### config.mk
export PLATFORM = sky130hd
export DESIGN_NAME = ac3_sync_header_parser_top
export DESIGN_NICKNAME = d
export VERILOG_FILES = /design/src/hdl/ac3shp_pkg.sv /design/src/hdl/ac3shp_framer.sv /design/src/hdl/ac3shp_decode.sv /design/src/hdl/ac3_sync_header_parser_top.sv
export SDC_FILE = /design/constraint.sdc
export NUM_CORES = 1
export LEC_CHECK = 0
export ABC_AREA = 1
export BUFFER_PORTS_ARGS = -buffer_cell sky130_fd_sc_hd__buf_2
export CAP_MARGIN = 20
export CORE_MARGIN = 1
export CORE_UTILIZATION = 23
export CTS_CLUSTER_SIZE = 24
export DETAILED_ROUTE_END_ITERATION = 10
export GPL_ROUTABILITY_DRIVEN = 0
export GPL_TIMING_DRIVEN = 0
export HOLD_SLACK_MARGIN = 0.02
export PLACE_DENSITY = 0.4
export SYNTH_ARGS = -nofsm -noshare
export SYNTH_HDL_FRONTEND = slang
export SYNTH_SLANG_ARGS = --single-unit
### constraint.sdc
create_clock -name aclk -period 6.7 [get_ports aclk]
set_input_delay 0.67 -clock aclk [delete_from_list [all_inputs] [get_ports aclk]]
set_output_delay 0.67 -clock aclk [all_outputs]
set_load 0.01 [all_outputs]
### src/hdl/ac3shp_pkg.sv
// ----------------------------------------------------------------------------
// AC-3 sync header parser package
// Shared types, header codes and the A/52 frame size table.
// ----------------------------------------------------------------------------
package ac3shp_pkg;

    // Width of the packed result bus.
    localparam int TDATA_W = 112;

    // Sync word, split into its two stream bytes.
    localparam logic [7:0] SYNC_BYTE_HI = 8'h0B;
    localparam logic [7:0] SYNC_BYTE_LO = 8'h77;

    // Header bytes are numbered from the first byte after the sync word.
    localparam logic [2:0] HDR_LAST_IDX = 3'd5;

    // Distance in bytes from the first sync byte to the last header byte.
    localparam int HDR_SPAN = 7;

    // Bytes of a sync frame that the sync word and header already consumed.
    localparam logic [11:0] HDR_FRAME_BYTES = 12'd8;

    // Sample rate codes.
    localparam logic [1:0] FSCOD_48K      = 2'd0;
    localparam logic [1:0] FSCOD_44K1     = 2'd1;
    localparam logic [1:0] FSCOD_32K      = 2'd2;
    localparam logic [1:0] FSCOD_RESERVED = 2'd3;

    // Highest frame size code in the table.
    localparam logic [5:0] FRMSIZECOD_MAX = 6'd37;

    // Audio coding modes.
    localparam logic [2:0] ACMOD_DUAL_MONO = 3'd0;
    localparam logic [2:0] ACMOD_MONO      = 3'd1;
    localparam logic [2:0] ACMOD_STEREO    = 3'd2;
    localparam logic [2:0] ACMOD_3F        = 3'd3;
    localparam logic [2:0] ACMOD_2F1R      = 3'd4;
    localparam logic [2:0] ACMOD_3F1R      = 3'd5;
    localparam logic [2:0] ACMOD_2F2R      = 3'd6;
    localparam logic [2:0] ACMOD_3F2R      = 3'd7;

    typedef enum logic [1:0] {
        PH_START,
        PH_HUNT,
        PH_COLLECT,
        PH_FRAME
    } phase_t;

    // A captured header on its way to the decode stage.
    typedef struct packed {
        logic [31:0]     offset;
        logic [5:0][7:0] hb;
        logic [10:0]     words;
        logic            err;
    } hdr_t;

    typedef struct packed {
        logic [31:0] header_offset;
        logic [15:0] crc_word;
        logic [1:0]  sample_rate_code;
        logic [5:0]  frame_size_code;
        logic [10:0] frame_words;
        logic [4:0]  stream_id;
        logic [2:0]  service_mode;
        logic [2:0]  channel_mode;
        logic        lfe_on;
        logic [31:0] frame_number;
        logic        header_error;
    } result_t;

    // Frame length in words for each bit rate step; odd size codes at 44.1 kHz
    // add one word.
    localparam logic [10:0] WORDS_48K [0:18] = '{
        11'd64,  11'd80,  11'd96,  11'd112, 11'd128, 11'd160, 11'd192,
        11'd224, 11'd256, 11'd320, 11'd384, 11'd448, 11'd512, 11'd640,
        11'd768, 11'd896, 11'd1024, 11'd1152, 11'd1280
    };
    localparam logic [10:0] WORDS_44K1 [0:18] = '{
        11'd69,  11'd87,  11'd104, 11'd121, 11'd139, 11'd174, 11'd208,
        11'd243, 11'd278, 11'd348, 11'd417, 11'd487, 11'd557, 11'd696,
        11'd835, 11'd975, 11'd1114, 11'd1253, 11'd1393
    };
    localparam logic [10:0] WORDS_32K [0:18] = '{
        11'd96,  11'd120, 11'd144, 11'd168, 11'd192, 11'd240, 11'd288,
        11'd336, 11'd384, 11'd480, 11'd576, 11'd672, 11'd768, 11'd960,
        11'd1152, 11'd1344, 11'd1536, 11'd1728, 11'd1920
    };

    function automatic logic hdr_bad_f(input logic [1:0] fscod, input logic [5:0] fsize);
        return (fscod == FSCOD_RESERVED) || (fsize > FRMSIZECOD_MAX);
    endfunction

    // Returns zero for a reserved rate or a size code beyond the table.
    function automatic logic [10:0] frame_words_f(input logic [1:0] fscod,
                                                  input logic [5:0] fsize);
        logic [4:0]  rate_idx;
        logic [10:0] words;
        rate_idx = fsize[5:1];
        words    = '0;
        if (!hdr_bad_f(fscod, fsize)) begin
            unique case (fscod)
                FSCOD_48K:  words = WORDS_48K[rate_idx];
                FSCOD_44K1: words = WORDS_44K1[rate_idx] + {10'd0, fsize[0]};
                FSCOD_32K:  words = WORDS_32K[rate_idx];
                default:    words = '0;
            endcase
        end
        return words;
    endfunction

endpackage

### src/hdl/ac3shp_framer.sv
// ----------------------------------------------------------------------------
// AC-3 sync header parser framer
// Byte-level state machine: start skip, sync hunt, header capture, frame skip.
// ----------------------------------------------------------------------------
module ac3shp_framer #(
    parameter int POSITION_BITS = 32
) (
    input  logic              aclk,
    input  logic              aresetn,
    input  logic [31:0]       start_skip,
    input  logic              byte_valid,
    output logic              byte_ready,
    input  logic [7:0]        data_byte,
    output logic              hdr_valid,
    input  logic              hdr_ready,
    output ac3shp_pkg::hdr_t  hdr
);
    import ac3shp_pkg::*;

    localparam logic [POSITION_BITS-1:0] SPAN = POSITION_BITS'(HDR_SPAN);

    phase_t                   phase_reg, phase_next;
    logic [31:0]              cnt_reg, cnt_next;
    logic [7:0]               prev_reg, prev_next;
    logic                     have_prev_reg, have_prev_next;
    logic [7:0]               hb_reg [0:4];
    logic [POSITION_BITS-1:0] pos_reg;
    logic                     hdr_valid_reg, hdr_valid_next;
    hdr_t                     hdr_reg, hdr_next;

    logic        accept;
    logic        skip_more;
    logic        sync_hit;
    logic        hdr_done;
    logic        hdr_err;
    logic [10:0] words_now;
    logic [31:0] cnt_dec;
    logic        frame_done;
    logic        emit;

    assign byte_ready = !hdr_valid_reg || hdr_ready;
    assign accept     = byte_valid && byte_ready;

    assign skip_more  = cnt_reg < start_skip;
    assign sync_hit   = have_prev_reg && (prev_reg == SYNC_BYTE_HI)
                        && (data_byte == SYNC_BYTE_LO);
    assign hdr_done   = cnt_reg[2:0] == HDR_LAST_IDX;
    assign hdr_err    = hdr_bad_f(hb_reg[2][7:6], hb_reg[2][5:0]);
    assign words_now  = frame_words_f(hb_reg[2][7:6], hb_reg[2][5:0]);
    assign cnt_dec    = (cnt_reg != 32'd0) ? cnt_reg - 32'd1 : 32'd0;
    assign frame_done = cnt_dec == 32'd0;

    // Next state.
    always_comb begin
        phase_next = phase_reg;
        if (accept) begin
            unique case (phase_reg)
                PH_START:   if (!skip_more) phase_next = PH_HUNT;
                PH_HUNT:    if (sync_hit) phase_next = PH_COLLECT;
                PH_COLLECT: if (hdr_done) phase_next = hdr_err ? PH_HUNT : PH_FRAME;
                PH_FRAME:   if (frame_done) phase_next = PH_HUNT;
                default:    phase_next = PH_START;
            endcase
        end
    end

    // Counter and hunt history.
    always_comb begin
        cnt_next       = cnt_reg;
        prev_next      = prev_reg;
        have_prev_next = have_prev_reg;
        if (accept) begin
            unique case (phase_reg)
                PH_START: begin
                    if (skip_more) begin
                        cnt_next = cnt_reg + 32'd1;
                    end else begin
                        cnt_next       = '0;
                        prev_next      = data_byte;
                        have_prev_next = 1'b1;
                    end
                end
                PH_HUNT: begin
                    if (sync_hit) begin
                        cnt_next       = '0;
                        have_prev_next = 1'b0;
                    end else begin
                        prev_next      = data_byte;
                        have_prev_next = 1'b1;
                    end
                end
                PH_COLLECT: begin
                    cnt_next = cnt_reg + 32'd1;
                    if (hdr_done) begin
                        if (hdr_err) begin
                            cnt_next       = '0;
                            have_prev_next = 1'b0;
                        end else begin
                            cnt_next = 32'({words_now, 1'b0} - HDR_FRAME_BYTES);
                        end
                    end
                end
                PH_FRAME: begin
                    cnt_next = cnt_dec;
                    if (frame_done) have_prev_next = 1'b0;
                end
                default: cnt_next = '0;
            endcase
        end
    end

    // Outputs toward the decode stage.
    always_comb begin
        emit           = accept && (phase_reg == PH_COLLECT) && hdr_done;
        hdr_valid_next = hdr_valid_reg;
        hdr_next       = hdr_reg;
        if (emit) begin
            hdr_valid_next = 1'b1;
            hdr_next.offset = 32'(pos_reg - SPAN);
            hdr_next.hb     = {data_byte, hb_reg[4], hb_reg[3], hb_reg[2],
                               hb_reg[1], hb_reg[0]};
            hdr_next.words  = words_now;
            hdr_next.err    = hdr_err;
        end else if (hdr_ready) begin
            hdr_valid_next = 1'b0;
        end
    end

    always_ff @(posedge aclk) begin
        if (!aresetn) begin
            phase_reg     <= PH_START;
            cnt_reg       <= '0;
            prev_reg      <= '0;
            have_prev_reg <= 1'b0;
            pos_reg       <= '0;
            hdr_valid_reg <= 1'b0;
        end else begin
            phase_reg     <= phase_next;
            cnt_reg       <= cnt_next;
            prev_reg      <= prev_next;
            have_prev_reg <= have_prev_next;
            hdr_valid_reg <= hdr_valid_next;
            if (accept) pos_reg <= pos_reg + POSITION_BITS'(1);
        end
    end

    always_ff @(posedge aclk) begin
        hdr_reg <= hdr_next;
        if (accept && (phase_reg == PH_COLLECT) && (cnt_reg[2:0] < HDR_LAST_IDX)) begin
            hb_reg[cnt_reg[2:0]] <= data_byte;
        end
    end

    assign hdr_valid = hdr_valid_reg;
    assign hdr       = hdr_reg;

endmodule

### src/hdl/ac3shp_decode.sv
// ----------------------------------------------------------------------------
// AC-3 sync header parser decode stage
// Splits a captured header into its fields and holds the result register.
// ----------------------------------------------------------------------------
module ac3shp_decode (
    input  logic                aclk,
    input  logic                aresetn,
    input  logic                hdr_valid,
    output logic                hdr_ready,
    input  ac3shp_pkg::hdr_t    hdr,
    output logic                res_valid,
    input  logic                res_ready,
    output ac3shp_pkg::result_t res
);
    import ac3shp_pkg::*;

    logic        res_valid_reg;
    result_t     res_reg, res_next;
    logic [31:0] frames_reg;
    logic        load;
    logic [2:0]  acmod;
    logic        lfe;

    assign hdr_ready = !res_valid_reg || res_ready;
    assign load      = hdr_valid && hdr_ready;
    assign acmod     = hdr.hb[4][7:5];

    // The LFE flag sits after the optional mix level fields of the mode.
    always_comb begin
        unique case (acmod) inside
            ACMOD_DUAL_MONO, ACMOD_MONO: lfe = hdr.hb[4][4];
            ACMOD_3F1R, ACMOD_3F2R:      lfe = hdr.hb[4][0];
            default:                     lfe = hdr.hb[4][2];
        endcase
    end

    always_comb begin
        res_next.header_offset    = hdr.offset;
        res_next.crc_word         = {hdr.hb[0], hdr.hb[1]};
        res_next.sample_rate_code = hdr.hb[2][7:6];
        res_next.frame_size_code  = hdr.hb[2][5:0];
        res_next.frame_words      = hdr.words;
        res_next.stream_id        = hdr.hb[3][7:3];
        res_next.service_mode     = hdr.hb[3][2:0];
        res_next.channel_mode     = acmod;
        res_next.lfe_on           = lfe;
        res_next.frame_number     = frames_reg;
        res_next.header_error     = hdr.err;
    end

    always_ff @(posedge aclk) begin
        if (!aresetn) begin
            res_valid_reg <= 1'b0;
            frames_reg    <= '0;
        end else begin
            if (load) begin
                res_valid_reg <= 1'b1;
                frames_reg    <= frames_reg + 32'd1;
            end else if (res_ready) begin
                res_valid_reg <= 1'b0;
            end
        end
    end

    always_ff @(posedge aclk) begin
        if (load) res_reg <= res_next;
    end

    assign res_valid = res_valid_reg;
    assign res       = res_reg;

endmodule

### src/hdl/ac3_sync_header_parser_top.sv
// ----------------------------------------------------------------------------
// AC-3 sync header parser
// Finds A/52 sync frame headers in a byte stream and reports their fields.
// ----------------------------------------------------------------------------
// Usage: the elementary stream enters one byte per transaction on the s_
// channel. After reset the first start_skip bytes are dropped, then the block
// hunts for the sync word and captures the six header bytes that follow it.
// The transaction that carries the last header byte produces one result on
// the m_ channel; all other input transactions produce nothing. A good header
// makes the block skip the rest of its sync frame; a bad one (reserved sample
// rate or unknown frame size code) is flagged on m_tuser and hunting resumes
// right away.
// The result of a header passes through the capture register and then the
// result register before it appears on the m_ channel. Throughput: one byte
// per cycle while s_tready is high. The result register and the capture
// register form two stages, so a stalled receiver only holds off new bytes
// once both stages hold a header. Reset (aresetn low, synchronous) returns
// to the start skip phase, clears the byte position and frame counter and
// sets start_skip to zero. The user must write the start_skip register with
// cfg_wr_en only while the block is idle; the block does not enforce this.
// ----------------------------------------------------------------------------
module ac3_sync_header_parser_top #(
    parameter int POSITION_BITS = 32
) (
    input  logic                           aclk,
    input  logic                           aresetn,
    // Configuration: start_skip.
    input  logic                           cfg_wr_en,
    input  logic [31:0]                    cfg_wr_data,
    // Input stream; tdata: data_byte[7:0].
    input  logic                           s_tvalid,
    output logic                           s_tready,
    input  logic [7:0]                     s_tdata,
    // Result stream; tdata from bit 0: header_offset[31:0], crc_word[47:32],
    // sample_rate_code[49:48], frame_size_code[55:50], frame_words[66:56],
    // stream_id[71:67], service_mode[74:72], channel_mode[77:75],
    // lfe_on[78], frame_number[110:79], zero pad[111].
    output logic                           m_tvalid,
    input  logic                           m_tready,
    output logic [ac3shp_pkg::TDATA_W-1:0] m_tdata,
    // tuser: header_error.
    output logic                           m_tuser
);
    import ac3shp_pkg::*;

    logic [31:0] start_skip_reg;
    logic        hdr_valid;
    logic        hdr_ready;
    hdr_t        hdr;
    result_t     res;

    // The skip count only matters until the hunt begins.
    always_ff @(posedge aclk) begin
        if (!aresetn) begin
            start_skip_reg <= '0;
        end else if (cfg_wr_en) begin
            start_skip_reg <= cfg_wr_data;
        end
    end

    ac3shp_framer #(
        .POSITION_BITS (POSITION_BITS)
    ) u_framer (
        .aclk       (aclk),
        .aresetn    (aresetn),
        .start_skip (start_skip_reg),
        .byte_valid (s_tvalid),
        .byte_ready (s_tready),
        .data_byte  (s_tdata),
        .hdr_valid  (hdr_valid),
        .hdr_ready  (hdr_ready),
        .hdr        (hdr)
    );

    ac3shp_decode u_decode (
        .aclk      (aclk),
        .aresetn   (aresetn),
        .hdr_valid (hdr_valid),
        .hdr_ready (hdr_ready),
        .hdr       (hdr),
        .res_valid (m_tvalid),
        .res_ready (m_tready),
        .res       (res)
    );

    assign m_tdata = {1'b0, res.frame_number, res.lfe_on, res.channel_mode,
                      res.service_mode, res.stream_id, res.frame_words,
                      res.frame_size_code, res.sample_rate_code, res.crc_word,
                      res.header_offset};
    assign m_tuser = res.header_error;

endmodule

==> flow_summary.yaml, run 1 <==
clock_network:
  post_cts_resized: 0
  cts_hold_buf: 0
  cts_buffer_depth: 3
  cts_max_level: 2
  post_cts.repair.setup_buffers: 0
  tritoncts: "done"
  clock_latency_ns: 0.58
  cts.sinks: 373
  numCtsBuffers: 45
  cts_root_buf: "clkbuf_16"
  cts.clk_slew.worst_paths_ns: 0.06
synth:
  yosysMostFrequentCell: "nand2_1"
  synthArstFlopShare_pct: 0
  synth_top_area_cell: "edfxtp_1"
  postSynthCellCount: 2070
  synth_area_um2: 18200
  synth_area_leaders: "edfxtp_1, dfxtp_1, nand2_1, inv_1, nor2_1"
  synth_edf_count: 232
  synth-seq-cells: 373
  yosysWarningCount: 0
  avgSynthCellArea_um2: 8.81
  ys_top_cells_by_count: "nand2_1, inv_1, edfxtp_1"
  seq_area_frac_synth_pct: 53.7
  syn-num-nets: 2166
  synth.distinct_cells: 56
  synth_flop_cell: "edfxtp_1"
  yosysTopAreaCellShare_pct: 38.2
grt:
  grt_overflow: 0
  antenna_found_initial: 0
  grt_pass1_vias: 14800
  grt.total_usage_pct: 13.3
  grt_pass1_wl_um: 84800
  grt_max_degree: 65
placed_design:
  port_buffers: 158
  place.detailed.instances: 3275
  place_area_um2: 20500
  dp_hpwl_um: 41300
critical_path:
  path_delay_family: "simple AND/OR/NAND/NOR gates"
  crit_arrival_ns: 4.46
  crit_path_frequent_cell: "nand2_1"
  worst_setup_path_start_kind: "register"
  cp-end-kind: "register"
  cp_slowest_cell: "edfxtp_1"
  crit_cells: 22
  reg2reg_depth: 22
  path_max_fanout: 10
  crit_buf_inv: 2
  crit_chain: "inv_1 > ha_1 > nand2_1 > nand2_1 > a221oi_1 > ha_1 > ha_1 > nand4_1 > nor2_1 > nand3_1 > nand3_1 > nand2_1 > nand2_1 > nand2_2 > nor2_4 > nand4_1 > nand2_2 > buf_4 > nand2_1 > nand2_1 > nand2_1 > a21oi_1"
  worstSetupPathType: "register to register"
  cp.required_ns: 7.18
  max_stage_delay_ns: 0.52
detailed_routing:
  wl_um: 54400
  dr.pass1.iters: 5
  first_iter_violations: 1010
  dr.max_layer_used: "met4"
  drc: 0
  ant_nets: 0
  via_per_inst: 4.43
  wl_per_cell_um: 16.2
  met3_length_um: 2490
  wl_met1_um: 25600
  wl_met2_um: 24900
  via_count: 14900
layout:
  largest_reg_flops: 112
  layout-drive-gt1-share_pct: 13.8
  final_net_count: 2378
  fin_area_um2: 22000
  final_cells: 3359
  antennaDiodeCount: 0
  area_growth_pct: 20.5
power_and_ir_drop:
  p_leak_nw: 8.51
  power_w: 0.00664
  p_per_area_nw_per_um2: 302
  ir_worst_vdd_v: 0.000159
floorplanning:
  pin_count: 160
  start_util_pct: 23.4
  core.rowCount: 102
  die_h_um: 284
  core-area_um2: 78000
  die_w_um: 284
  die-area_um2: 80400
sta:
  fin_crit_sh_pct: 59.3
  rsz0062_at_grt: "no"
  final.min_clock_period_ns: 3.98
  worst_pin_slew_ns: 1.04
  final_hold_viol_count: 0
  max_slew_margin_pct: 30.6
  setup_viol: 0
  fmax_mhz: 252
  worst_hold_slack_ns: 0.355
  final-max-slew-violation-count: 0
  clock_skew_ns: 0.0262
  tns_ns: 0
job:
  drv_cap: 0
hold_path:
  min_path_type: "primary input to register"
  hold-path-cell-count: 3
status:
  status: "finished clean"
==> metrics by stage <==
stage               setup WS, ns  utilization (%)
floorplan                   1.46                -
global placement          -0.931             26.1
detailed placement          2.77             26.2
CTS                         2.72             28.2
global route                2.28             28.2
finish                      2.72             28.2
==> kinds of logic after synthesis <==
kind of cell | after synthesis | share of synthesized area (%)
buf+inv | 330 | 7.20
simple gates | 904 | 22.3
xor+xnor | 72 | 3.46
other cells | 1 | 0.0206
fa+ha+maj | 51 | 3.50
flops | 373 | 53.7
compound gates | 339 | 9.81
==> layer usage <==
metal  vias to the layer above  GRT usage, %
li1                       7423             -
met1                      6978          17.8
met5                         -             0
met2                       389          22.1
met3                        84          1.95
met4                         0          4.01
==> layout by cell type, fill, tap and decap left out, types with 8 or more instances in the layout <==
cell and n:
nand2_1 388, inv_1 246, edfxtp_1 232, nor2_1 216
buf_2 166, o21ai_0 152, a21oi_1 147, dfxtp_1 141
nand3_1 106, xor2_1 69, clkbuf_1 59, nand4_1 57
ha_1 51, nor3_1 50, clkbuf_16 46, nor4_1 19
nand2_2 16, buf_4 13, clkinv_2 12, or2_2 8
==> layout make-up <==
cell class                 instances  area [um2]
buffer                            74         349
clock buffer                      56        1200
clock inverter                    28         320
fill                            8381       56000
inverter                         256         970
multi-input combinational       1367        7160
sequential                       373        9790
tap                             1040        1300
timing repair buffer             165         886
==> tightest hold or removal path: stages <==
cell and delay, ns:
buf_2 0.08, nor2_1 0.05, nor2_1 0.08
==> report_power, final <==
part / total (W) / switching (W) / internal (W)
combinational: 0.00151 / 0.00107 / 0.000441
sequential: 0.00263 / 0.000101 / 0.00253
clock: 0.00250 / 0.000989 / 0.00151
==> final timing paths <==
kind                              startpoint                           endpoint  slack [ns]
min                           cfg_wr_data[0]     start_skip_reg[0]$_SDFFE_PN0P_        0.35
max reg2reg  u_framer.hb_reg[2][2]$_DFFE_PP_  u_framer.cnt_reg[15]$_SDFFE_PN0P_        2.72
max          u_framer.hb_reg[2][2]$_DFFE_PP_  u_framer.cnt_reg[15]$_SDFFE_PN0P_        2.72
min reg2reg       u_framer.hdr[39]$_DFFE_PP_         u_decode.res[40]$_DFFE_PP_        0.42
Note: power is estimated with default switching activity, not from simulation.
==> inputs of run 2 (changes only) <==
PLACE_DENSITY = 0.41   (was 0.4)
clock period = 3.3 ns   (was 6.7 ns; I/O delays follow)
==> run 2 against run 1 <==
  * The flow now finishes with violations (negative setup slack)
  * Sequential share of layout area fell by 1.5 points
  * Power rose by 110%
  * Non-clock buffer count rose by 45
  * Critical path type unchanged
  * Largest cell class unchanged
  * Largest power group unchanged
  * Highest routed layer unchanged
==> flow_summary.yaml, run 2 (same netlist as run 1, synthesis figures left out) <==
floorplanning:
  pin_count: 160
  core.rowCount: 102
  die_w_um: 284
  die_h_um: 284
  die-area_um2: 80400
  start_util_pct: 23.4
  core-area_um2: 78000
layout:
  largest_reg_flops: 112
  layout-drive-gt1-share_pct: 18.3
  final_util_pct: 29.2
  fin_area_um2: 22800
  antennaDiodeCount: 0
  final_net_count: 2426
  layout.cells.most_common_list: "nand2_1, inv_1, edfxtp_1"
  area_growth_pct: 24.8
  final_common_cell: "nand2_1"
grt:
  grt_max_degree: 45
  grt_pass1_vias: 15000
  grt.total_usage_pct: 13.6
  grt_pass1_wl_um: 86000
  antenna_found_initial: 1
  grt_overflow: 0
placed_design:
  port_buffers: 158
  place_area_um2: 20500
  dp_hpwl_um: 40800
  pre_cts_slack_ns: -0.662
sta:
  worst_pin_slew_ns: 1.03
  setup_ws_ns: -0.0154
  max_slew_margin_pct: 31.0
  final.min_clock_period_ns: 3.32
  clock_skew_ns: 0.0264
  fin_crit_sh_pct: 100
  rsz0062_at_grt: "yes"
  final-max-slew-violation-count: 0
  final_hold_viol_count: 0
  fmax_mhz: 302
  setup_viol: 3
power_and_ir_drop:
  p_per_area_nw_per_um2: 602
  p_leak_nw: 8.77
  power_w: 0.0137
  ir_worst_vdd_v: 0.000319
clock_network:
  cts_buffer_depth: 3
  clock_latency_ns: 0.58
  cts_max_level: 2
  tritoncts: "done"
  cts_root_buf: "clkbuf_16"
  numCtsBuffers: 46
  cts.sinks: 373
  cts.clk_slew.worst_paths_ns: 0.06
critical_path:
  crit_arrival_ns: 3.81
  crit_buf_inv: 3
  cp.required_ns: 3.79
  path_max_fanout: 4
  worstSetupPathType: "register to register"
  max_stage_delay_ns: 0.45
  path_delay_family: "simple AND/OR/NAND/NOR gates"
  crit_chain: "inv_2 > ha_4 > nand2_2 > nand2_2 > a221oi_2 > ha_2 > ha_4 > nand4_1 > buf_4 > nand3_2 > nor2_4 > inv_4 > ha_4 > nand3_2 > nor2_2 > nand2_1 > nand2_1 > nand3_1 > nand2_2 > nand2_1 > a21oi_1"
  worst_setup_path_start_kind: "register"
  cp_slowest_cell: "edfxtp_1"
  cp-end-kind: "register"
detailed_routing:
  via_per_inst: 4.48
  wl_um: 55600
  wl_per_cell_um: 16.3
  via_count: 15300
  drc: 0
  ant_nets: 0
  first_iter_violations: 1050
  dr.pass1.iters: 5
status:
  violations: "negative setup slack"
  status: "finished, violations left"
hold_path:
  min_path_type: "primary input to register"
job:
  drv_cap: 0
## run 2: cell type report
| class | count | area [um2] |
|---|---|---|
| Timing Repair inverter | 2 | 10.0 |
| Fill cell | 8332 | 55200 |
| Clock inverter | 30 | 295 |
| Multi-Input combinational cell | 1367 | 7500 |
| Sequential cell | 373 | 9790 |
| Timing Repair Buffer | 210 | 1320 |
| Inverter | 256 | 976 |
| Clock buffer | 55 | 1210 |
| Tap cell | 1040 | 1300 |
| Buffer | 74 | 365 |
## run 2: power by group
group          switching [W]  internal, W  total [W]
logic                0.00227      0.00101    0.00328
registers           0.000206      0.00514    0.00535
clock network        0.00206      0.00301    0.00507
## run 2: stage by stage
step	hold WS [ns]	std cells	setup TNS, ns
6_report	0.0624	3407	-0.0310
3_5_place_dp	0.405	3275	-17.42
4_1_cts	0.0201	3397	-0.529
2_1_floorplan	0.400	2070	-0.0436
3_3_place_gp	0.400	3268	-133.50
5_1_grt	0.0519	3407	-5.41
## run 2: metal layers
metal  GRT usage [%]  vias up  part of all wire [%]
li1                -     7521                     -
met1            18.2     7235                    47
met2            22.4      415                    46
met3            2.10       82                   4.7
met4            3.97        0                   2.4
met5               0        -                     0
## run 2: worst paths after layout
kind / start / to / slack, ns / cells after the start
setup / recovery: u_framer.hb_reg[2][2]$_DFFE_PP_ / u_framer.cnt_reg[11]$_SDFFE_PN0P_ / -0.02 / 21
hold / removal: cfg_wr_data[5] / start_skip_reg[5]$_SDFFE_PN0P_ / 0.06 / 3
setup reg to reg: u_framer.hb_reg[2][2]$_DFFE_PP_ / u_framer.cnt_reg[11]$_SDFFE_PN0P_ / -0.02 / 21
hold reg to reg: u_framer.hdr[67]$_DFFE_PP_ / u_decode.res[87]$_DFFE_PP_ / 0.41 / 0
## run 2: repair_timing
action	in CTS	in global routing
endpoints found under the setup margin	36	41
hold buffers	16	0
endpoints found under the hold margin	18	0
gates cloned	3	1
gates resized for setup	38	74
setup buffers	18	10
pin swaps	22	33
## run 2: worst register-to-register path: stages, from the launching register on
cell,delay (ns)
edfxtp_1,0.45
inv_2,0.13
ha_4,0.21
nand2_2,0.07
nand2_2,0.07
a221oi_2,0.29
ha_2,0.27
ha_4,0.14
nand4_1,0.17
buf_4,0.20
nand3_2,0.10
nor2_4,0.06
inv_4,0.08
ha_4,0.16
nand3_2,0.13
nor2_2,0.16
nand2_1,0.07
nand2_1,0.07
nand3_1,0.12
nand2_2,0.12
nand2_1,0.05
a21oi_1,0.12
